File: config.mk
export PLATFORM = sky130hd
export DESIGN_NAME = ip_destination_classifier_unit
export DESIGN_NICKNAME = d
export VERILOG_FILES = /design/src/hdl/ipdc_pkg.sv /design/src/hdl/ip_destination_classifier_unit.sv
export VERILOG_INCLUDE_DIRS = /design/src /design/src/hdl
export SDC_FILE = /design/constraint.sdc
export NUM_CORES = 1
export LEC_CHECK = 0
export BUFFER_PORTS_ARGS = -buffer_cell sky130_fd_sc_hd__buf_2
export CAP_MARGIN = 20
export CORE_ASPECT_RATIO = 1.5
export CORE_MARGIN = 2
export CORE_UTILIZATION = 48
export DETAILED_ROUTE_END_ITERATION = 10
export PLACE_DENSITY_LB_ADDON = 0.08
export SYNTH_ARGS = -nofsm -noshare
export SYNTH_HDL_FRONTEND = slang
export SYNTH_SLANG_ARGS = --single-unit
File: constraint.sdc
create_clock -name clk -period 2.4 [get_ports clk]
set_input_delay 0.12 -clock clk [delete_from_list [all_inputs] [get_ports clk]]
set_output_delay 0.12 -clock clk [all_outputs]
set_load 0.01 [all_outputs]
File: src/hdl/ip_destination_classifier_unit_defines.svh
// assertion macros for the ip destination classifier
// expects clk and rst_n in the scope where a macro is used
`ifndef IP_DESTINATION_CLASSIFIER_UNIT_DEFINES_SVH
`define IP_DESTINATION_CLASSIFIER_UNIT_DEFINES_SVH

// same-cycle implication, ignored while reset is asserted
`define IPDC_ASSERT_NOW(label, ante, cons) \
  label: assert property (@(posedge clk) disable iff (!rst_n) (ante) |-> (cons)) \
    else $error("ipdc assertion failed");

// next-cycle implication, ignored while reset is asserted
`define IPDC_ASSERT_NEXT(label, ante, cons) \
  label: assert property (@(posedge clk) disable iff (!rst_n) (ante) |=> (cons)) \
    else $error("ipdc assertion failed");

`endif

File: src/hdl/ipdc_pkg.sv
// types and classification functions for the ip destination classifier
// no dependencies
`default_nettype none

package ipdc_pkg;

  typedef enum logic [2:0] {
    V_ALLOWED      = 3'd0,
    V_LOOPBACK     = 3'd1,
    V_PRIVATE      = 3'd2,
    V_LINK_LOCAL   = 3'd3,
    V_UNIQUE_LOCAL = 3'd4,
    V_MCAST_BCAST  = 3'd5,
    V_UNSPECIFIED  = 3'd6,
    V_RESERVED     = 3'd7
  } verdict_t;

  localparam int unsigned ADDR_W = 64;
  localparam int unsigned V4_W   = 32;

  // ipv4 special-use blocks, first match wins
  function automatic verdict_t classify_v4(input logic [V4_W-1:0] a);
    logic [7:0] o1;
    logic [7:0] o2;
    logic [7:0] o3;
    verdict_t   v;
    o1 = a[31:24];
    o2 = a[23:16];
    o3 = a[15:8];
    if (a == 32'h0000_0000) begin
      v = V_UNSPECIFIED;
    end else if (o1 == 8'd127) begin
      v = V_LOOPBACK;
    end else if (o1 == 8'd10) begin
      v = V_PRIVATE;
    end else if (o1 == 8'd172 && o2[7:4] == 4'h1) begin
      v = V_PRIVATE;
    end else if (o1 == 8'd192 && o2 == 8'd168) begin
      v = V_PRIVATE;
    end else if (o1 == 8'd169 && o2 == 8'd254) begin
      v = V_LINK_LOCAL;
    end else if (o1 == 8'd100 && o2[7:6] == 2'b01) begin
      v = V_PRIVATE;
    end else if (o1[7:4] == 4'hE) begin
      v = V_MCAST_BCAST;
    end else if (a == 32'hFFFF_FFFF) begin
      v = V_MCAST_BCAST;
    end else if (o1 == 8'd0) begin
      v = V_RESERVED;
    end else if (o1 == 8'd192 && o2 == 8'd0) begin
      v = V_RESERVED;
    end else if (o1 == 8'd192 && o2 == 8'd88 && o3 == 8'd99) begin
      v = V_RESERVED;
    end else if (o1 == 8'd198 && o2[7:1] == 7'd9) begin
      v = V_RESERVED;
    end else if (o1 == 8'd198 && o2 == 8'd51) begin
      v = V_RESERVED;
    end else if (o1 == 8'd203 && o2 == 8'd0) begin
      v = V_RESERVED;
    end else if (o1[7:4] == 4'hF) begin
      v = V_RESERVED;
    end else begin
      v = V_ALLOWED;
    end
    return v;
  endfunction

  // ipv6 scopes, then embedded ipv4 forms, then global unicast checks
  function automatic verdict_t classify_v6(input logic [ADDR_W-1:0] hi,
                                           input logic [ADDR_W-1:0] lo);
    logic [7:0] b0;
    logic [7:0] b1;
    logic [7:0] b2;
    logic [7:0] b3;
    logic       hi_zero;
    verdict_t   v;
    b0      = hi[63:56];
    b1      = hi[55:48];
    b2      = hi[47:40];
    b3      = hi[39:32];
    hi_zero = (hi == '0);
    if (hi_zero && lo == '0) begin
      v = V_UNSPECIFIED;
    end else if (hi_zero && lo == 64'd1) begin
      v = V_LOOPBACK;
    end else if (b0 == 8'hFF) begin
      v = V_MCAST_BCAST;
    end else if (b0 == 8'hFE && b1[7:6] == 2'b10) begin
      v = V_LINK_LOCAL;
    end else if (b0[7:1] == 7'h7E) begin
      v = V_UNIQUE_LOCAL;
    end else if (hi_zero && lo[63:32] == 32'h0000_FFFF) begin
      v = classify_v4(lo[31:0]);
    end else if (b0 == 8'h20 && b1 == 8'h02) begin
      v = classify_v4(hi[47:16]);
    end else if (b0 == 8'h00 && b1 == 8'h64 && b2 == 8'hFF && b3 == 8'h9B) begin
      v = classify_v4(lo[31:0]);
    end else if (b0[7:5] != 3'b001) begin
      v = V_RESERVED;
    end else if (b0 == 8'h20 && b1 == 8'h01 &&
                 (b2[7:1] == 7'd0 || (b2 == 8'h0D && b3 == 8'hB8))) begin
      v = V_RESERVED;
    end else if (b0 == 8'h3F && b1 == 8'hFE) begin
      v = V_RESERVED;
    end else if (b0 == 8'h3F && b1 == 8'hFF && b2[7:4] == 4'h0) begin
      v = V_RESERVED;
    end else begin
      v = V_ALLOWED;
    end
    return v;
  endfunction

endpackage

`default_nettype wire

File: src/hdl/ip_destination_classifier_unit.sv
// ip destination classifier top level: input register, verdict logic, result register
// depends on ipdc_pkg and ip_destination_classifier_unit_defines.svh
// a taken beat passes through the input register and then the result register, where its
// verdict is strobed on out_valid
// throughput: one address per cycle, busy is never raised; the verdict logic between the
// two registers is one pass of fixed compares
// reset (rst_n low, synchronous) clears both valid flags; payload is not reset
// results cannot be held off, each verdict is shown for exactly one cycle
`default_nettype none

`include "ip_destination_classifier_unit_defines.svh"

module ip_destination_classifier_unit
  import ipdc_pkg::*;
(
  input  wire logic              clk,
  input  wire logic              rst_n,
  input  wire logic              start,
  output      logic              busy,
  input  wire logic              in_is_ipv6,
  input  wire logic [ADDR_W-1:0] in_address_high,
  input  wire logic [ADDR_W-1:0] in_address_low,
  output      logic              out_valid,
  output      logic [2:0]        out_verdict
);

  // input stage
  logic              in_valid_r;
  logic              in_is_ipv6_r;
  logic [ADDR_W-1:0] in_hi_r;
  logic [ADDR_W-1:0] in_lo_r;

  // result stage
  logic              out_valid_r;
  verdict_t          out_verdict_r;
  verdict_t          verdict_nxt;

  // stateless and fully pipelined, so a new beat is always welcome
  assign busy = 1'b0;

  always_ff @(posedge clk) begin
    if (!rst_n) begin
      in_valid_r <= 1'b0;
    end else begin
      in_valid_r <= start & ~busy;
    end
  end

  // capture the address on every accepted beat
  always_ff @(posedge clk) begin
    if (start & ~busy) begin
      in_is_ipv6_r <= in_is_ipv6;
      in_hi_r      <= in_address_high;
      in_lo_r      <= in_address_low;
    end
  end

  // ipv4 looks only at the low 32 bits; ipv6 uses the full 128
  always_comb begin
    if (in_is_ipv6_r) begin
      verdict_nxt = classify_v6(in_hi_r, in_lo_r);
    end else begin
      verdict_nxt = classify_v4(in_lo_r[V4_W-1:0]);
    end
  end

  always_ff @(posedge clk) begin
    if (!rst_n) begin
      out_valid_r <= 1'b0;
    end else begin
      out_valid_r <= in_valid_r;
    end
  end

  always_ff @(posedge clk) begin
    if (in_valid_r) begin
      out_verdict_r <= verdict_nxt;
    end
  end

  assign out_valid   = out_valid_r;
  assign out_verdict = out_verdict_r;

  // an accepted beat always reaches the input stage
  `IPDC_ASSERT_NEXT(a_accept_loads, start && !busy, in_valid_r)
  // every loaded beat produces exactly one strobe on the next cycle
  `IPDC_ASSERT_NEXT(a_load_strobes, in_valid_r, out_valid_r)
  `IPDC_ASSERT_NEXT(a_no_spurious_strobe, !in_valid_r, !out_valid_r)
  // an ipv4 address can never be judged unique-local
  `IPDC_ASSERT_NEXT(a_v4_not_ula, in_valid_r && !in_is_ipv6_r, out_verdict_r != V_UNIQUE_LOCAL)

endmodule

`default_nettype wire
# == After elaboration in Yosys (flattened, before gate mapping) ==
# Index checks and enable logic that the tools add are counted.
# totals
elab_cells,153
ff_bits,134
# op_classes
eq_ne,56
n_mux,45
reduce_logical,46
# ops
operator,n
equality test 8 bit (second input constant),21
two-way mux 3 bit,45
logical NOT 64 bit,2
equality test 8 x 7 -> 1 bit (second input constant),9
equality test 32 bit (second input constant),2
equality test 64 x 1 -> 1 bit (second input constant),1
logical NOT 32 bit,2
logical NOT 8 bit,5
logical AND 1 bit,34
equality test 32 x 16 -> 1 bit (second input constant),1
equality test 8 x 6 -> 1 bit (second input constant),4
equality test 8 x 4 -> 1 bit (second input constant),3
equality test 4 bit (second input constant),4
equality test 7 x 4 -> 1 bit (second input constant),2
equality test 4 x 1 -> 1 bit (second input constant),2
equality test 8 x 1 -> 1 bit (second input constant),1
equality test 8 x 2 -> 1 bit (second input constant),1
equality test 7 bit (second input constant),1
logical NOT 7 bit,1
equality test 2 x 1 -> 1 bit (second input constant),2
logical NOT 4 bit,1
!= test 3 x 1 -> 1 bit (second input constant),1
equality test 2 bit (second input constant),1
logical OR 1 bit,1

# == Depth between registers and ports, before layout ==
# depth
ltp_word,26
depth_mapped,8

# == Least setup slack after synthesis ==
# No wires, ideal clock.
# synth_timing
path_kind,reg-to-reg
start,reg in_lo_r[20]
end,reg out_verdict_r[0] (netlist: out_verdict[0]) (data pin)
t_arrival_ns,2.105
path_stages_with_launch,8
required_time_ns,2.138
setup_time_ns,0.262
path_slack_ns,0.034
n_path_buf,0
synth_period_minus_slack_ns,2.366
cell_sequence,edfxtp_1 > or4_4 > or4_4 > nor4_4 > a41oi_4 > o21ai_2 > or3_1 > o22ai_1
# synth_between
elab_chain_cells,26
word_cells_on_any_way,46
# synth_rtl
item,line,source
start: declaration,ip_destination_classifier_unit.sv:31,logic [ADDR_W-1:0] in_lo_r;
start signal: assignment,ip_destination_classifier_unit.sv:54,in_lo_r <= in_address_low;
logical NOT 8 bit,"ipdc_pkg.sv:50, ipdc_pkg.sv:58",
logical AND 1 bit,ipdc_pkg.sv:58,end else if (o1 == 8'd203 && o2 == 8'd0) begin
two-way mux 3 bit,ipdc_pkg.sv:58,
two-way mux 3 bit,ipdc_pkg.sv:56,end else if (o1 == 8'd198 && o2 == 8'd51) begin
two-way mux 3 bit,ipdc_pkg.sv:54,end else if (o1 == 8'd198 && o2[7:1] == 7'd9) begin
two-way mux 3 bit,ipdc_pkg.sv:52,end else if (o1 == 8'd192 && o2 == 8'd88 && o3 == 8'd99) begin
two-way mux 3 bit,ipdc_pkg.sv:50,end else if (o1 == 8'd192 && o2 == 8'd0) begin
two-way mux 3 bit,ipdc_pkg.sv:48,end else if (o1 == 8'd0) begin
[11 not listed],-,
two-way mux 3 bit,ipdc_pkg.sv:92,end else if (hi_zero && lo[63:32] == 32'h0000_FFFF) begin
two-way mux 3 bit,ipdc_pkg.sv:90,end else if (b0[7:1] == 7'h7E) begin
two-way mux 3 bit,ipdc_pkg.sv:88,end else if (b0 == 8'hFE && b1[7:6] == 2'b10) begin
two-way mux 3 bit,ipdc_pkg.sv:86,end else if (b0 == 8'hFF) begin
two-way mux 3 bit,ipdc_pkg.sv:84,end else if (hi_zero && lo == 64'd1) begin
two-way mux 3 bit,ipdc_pkg.sv:82,if (hi_zero && lo == '0) begin
two-way mux 3 bit (*),ip_destination_classifier_unit.sv:60,if (in_is_ipv6_r) begin
net verdict_nxt[0],ip_destination_classifier_unit.sv:36,verdict_t verdict_nxt;
end signal: assignment,ip_destination_classifier_unit.sv:77,out_verdict_r <= verdict_nxt;
end: declaration,ip_destination_classifier_unit.sv:35,verdict_t out_verdict_r;
# Mark *: on every way through the listed nets, which the timed path passes. The rest lies on a longest branch.
# A chain may end at the register's enable or synchronous reset.

# == Worst setup path in the final report ==
# layout_timing
start,reg in_lo_r[22]
end,reg out_verdict_r[0] (netlist: out_verdict[0]) (data pin)
# The elaborated chain is that of the path after synthesis.

==> reports/qor.json <==
{
  "floorplan.die.width_um": 90.6,
  "clock_path_buffers": 2,
  "outcome": "complete, but fails checks",
  "dp_hpwl_um": 8820,
  "cp-endpoint": "out_verdict[0]$_DFFE_PP_",
  "synth-main-ff-cell": "sky130_fd_sc_hd__edfxtp_1",
  "cp_endpoint_kind": "flip-flop",
  "slew_viol_final": 0,
  "critical_path.startpoint": "in_lo_r[22]$_DFFE_PP_",
  "worst_hold_slack_across_all_endpoints_ns": 0.250,
  "slew_headroom_pct": 57.6,
  "drc_errors": 0,
  "ys_top_cells_by_count": "sky130_fd_sc_hd__edfxtp_1 (132), sky130_fd_sc_hd__nor4_1 (30), sky130_fd_sc_hd__nand2_1 (24)",
  "totalNegativeSetupSlack_ns": -0.00752,
  "sequential_cell_area_um2": 4000,
  "vias_in_the_first_global_route": 4792,
  "cpLargestDelayFamily": "simple AND/OR/NAND/NOR gates",
  "synth_area_per_cell_um2": 15.2,
  "finish.utilization_pct": 76.8,
  "cts_htree_levels": 4,
  "drive_above_1_share_pct": 31.2,
  "synth_area_um2": 5410,
  "grt_use_total_pct": 24.1,
  "critical_path_required_ns": 2.53,
  "setup_skew_after_layout_ns": 0.0169,
  "globalplace.congestion": 0.914,
  "yosysMostFrequentCell": "sky130_fd_sc_hd__edfxtp_1",
  "worst_supply_voltage_drop_on_vdd_mv": 0.473,
  "critPathKind": "flip-flop to flip-flop",
  "dpl_cell_area_um2": 6500,
  "hold_viol": 0,
  "regToRegEndpoint": "out_verdict[0]$_DFFE_PP_",
  "clk_pin_slew_ns": 0.06,
  "area_share_of_the_leading_cell_type_in_the_synthesized_netlist_pct": 73.3,
  "clock_sinks": 134,
  "critPathSlowestCell": "sky130_fd_sc_hd__or4_4",
  "synth.top_cells.by_area": "sky130_fd_sc_hd__edfxtp_1 (73%), sky130_fd_sc_hd__nor4_1 (3.5%), sky130_fd_sc_hd__nand4_1 (2.5%), sky130_fd_sc_hd__nand2_1 (1.7%), sky130_fd_sc_hd__nand3_1 (1.2%)",
  "fp-row-count": 47,
  "total_buffers_and_inverters_traversed_by_the_critical_path": 0,
  "synth_seq_area_share_pct": 74.1,
  "timing.max_cap.violations": 0,
  "drt-pass1-iter-count": 4,
  "failed_checks": "negative setup slack",
  "final_nets": 801,
  "netlist-cell-type-count": 51,
  "core_area_um2": 11000,
  "timing.reg2reg.setup_slack_ns": -0.008,
  "cellPowerDensity_nw_per_um2": 726,
  "ys.warnings.count": 0,
  "cts_inserted_buffers": 17,
  "r2r-start": "in_lo_r[22]$_DFFE_PP_",
  "crit_path_max_fanout": 3,
  "postLayoutCellArea_um2": 8450,
  "pin_count_of_the_biggest_net_entering_global_routing": 55,
  "critical_path_cell_count": 7,
  "area_growth_pct": 56.3,
  "global_route_wire_length_before_repair_um": 22500,
  "path_cells": "or4_4 > or4_4 > nor4_4 > a41oi_4 > o21ai_2 > or3_1 > o22ai_1",
  "detail_route.wl_per_cell_um": 17.3,
  "routed_via_density": 5.32,
  "initial_drt_markers": 256,
  "synthArstFlopShare_pct": 0,
  "die_y_um": 134,
  "cp_common_cell": "sky130_fd_sc_hd__or4_4",
  "minimum_clock_period_after_layout_ns": 2.41,
  "slowest_delay_ns": 0.55,
  "floorplan.die_area_um2": 12100,
  "rsz0062_at_grt": "true",
  "global_route.overflow_total": 0,
  "final_critical_path_setup_slack_ns": -0.00752,
  "start_kind": "flip-flop",
  "static-leakage-power_uw": 0.00319,
  "arrival_ns": 2.54,
  "synth_cells": 355,
  "antenna_violations_before_repair": 0,
  "boundaryPins": 137,
  "synth.largest_area_cell": "sky130_fd_sc_hd__edfxtp_1",
  "syn_nets": 487,
  "synth_enable_flop_cells": 132,
  "worst_hold_path_type": "input port to flip-flop",
  "cts_root_buffer": "sky130_fd_sc_hd__clkbuf_16",
  "r2r_cells": 7,
  "cts_tree": "done",
  "setup_viol": 1,
  "final.fill_count": 702,
  "postRouteAntennaNets": 0,
  "start_util_pct": 49.2,
  "multi_input_comb_area_um2": 1390,
  "worst_skew_pair.late_latency_ns": 0.41,
  "antenna-diode-count": 0,
  "worst-slew-pin-transition_ns": 0.636,
  "post-route-period-util_pct": 100,
  "place.port_buffers": 135,
  "synth.ff_latch_count": 134,
  "num_vias": 4411,
  "max_clock_freq_ghz": 0.415,
  "total_length_of_routed_wires_um": 14300
}
==> worst min-delay path by stage <==
stage                                   start                     to  slack, ns  cells past startpoint
final                                   start  in_lo_r[38]$_DFFE_PP_       0.25                      1
after global routing                    start  in_lo_r[38]$_DFFE_PP_       0.27                      1
after CTS                               start  in_lo_r[39]$_DFFE_PP_       0.25                      1
after detailed placement   in_address_low[48]  in_lo_r[48]$_DFFE_PP_       0.30                      1
after global placement    in_address_high[36]  in_hi_r[36]$_DFFE_PP_       0.30                      1
after floorplan            in_address_high[0]   in_hi_r[0]$_DFFE_PP_       0.22                      0
==> through the flow <==
stage          setup WS [ns]  power, uW  cells
2_1_floorplan         0.0337       3030    355
5_1_grt               -0.136       6340    829
3_5_place_dp         -0.0206       3290    666
6_report            -0.00752       6130    829
4_1_cts              -0.0270       6130    828
3_3_place_gp          0.0395       3280    666
==> placed cells by master (no fill, tap or decap), types with 6 or more instances in the layout <==
cell,n
sky130_fd_sc_hd__nor2b_1,6
sky130_fd_sc_hd__buf_4,33
sky130_fd_sc_hd__nand3_1,13
sky130_fd_sc_hd__and3_1,9
sky130_fd_sc_hd__nor4_1,29
sky130_fd_sc_hd__edfxtp_1,132
sky130_fd_sc_hd__or4_1,7
sky130_fd_sc_hd__nand4_1,22
sky130_fd_sc_hd__nor3_1,13
sky130_fd_sc_hd__or3_1,6
sky130_fd_sc_hd__dlygate4sd3_1,130
sky130_fd_sc_hd__nand2_1,24
sky130_fd_sc_hd__buf_2,134
sky130_fd_sc_hd__clkbuf_16,17
sky130_fd_sc_hd__nor2_1,12
==> sequential cells by signal, summed over array words and instances, names as in the netlist <==
| signal | count |
|---|---|
| in_valid_r | 1 |
| in_lo_r | 64 |
| out_verdict | 3 |
| in_hi_r | 64 |
| out_valid | 1 |
| in_is_ipv6_r | 1 |
==> layer usage <==
layer,track usage (%),wire length (um),vias up
li1,-,-,2111
met1,24.4,5290,2116
met2,46.0,8060,157
met3,4.89,625,27
met4,12.1,340,0
met5,0,0,-
==> where the power goes <==
group / internal (uW) / leakage [uW] / total (uW) / switching [uW]
Combinational: 317 / 0.00159 / 530 / 212
Clock: 1670 / 0.000292 / 2700 / 1030
Sequential: 2780 / 0.00131 / 2900 / 116
Total: 4770 / 0.00319 / 6130 / 1360
==> cell type report <==
class                           instances  area share [%]
Tap cell                              147            2.18
Timing Repair Buffer                  298            26.5
Multi-Input combinational cell        214            16.4
Inverter                                4           0.178
Sequential cell                       134            47.4
Clock buffer                           18            5.08
Clock inverter                         14            2.22
==> cells by family (layout without fill, tap and decap cells) <==
kind of cell    after synthesis  after routing  synth area share, %
buf+inv                       7            334                0.556
other cells                   1              1               0.0694
simple gates                177            177                 20.1
compound gates               36             36                 5.23
flops                       134            134                 74.1
==> what timing repair did <==
action | 4_1_cts | 5_1_grt
endpoints found under the setup margin | 1 | 3
gates resized for setup | 0 | 3
hold buffers | 130 | 0
buffers inserted | 0 | 1
endpoints found under the hold margin | 131 | 0
Power figures use the tool's default switching activity.
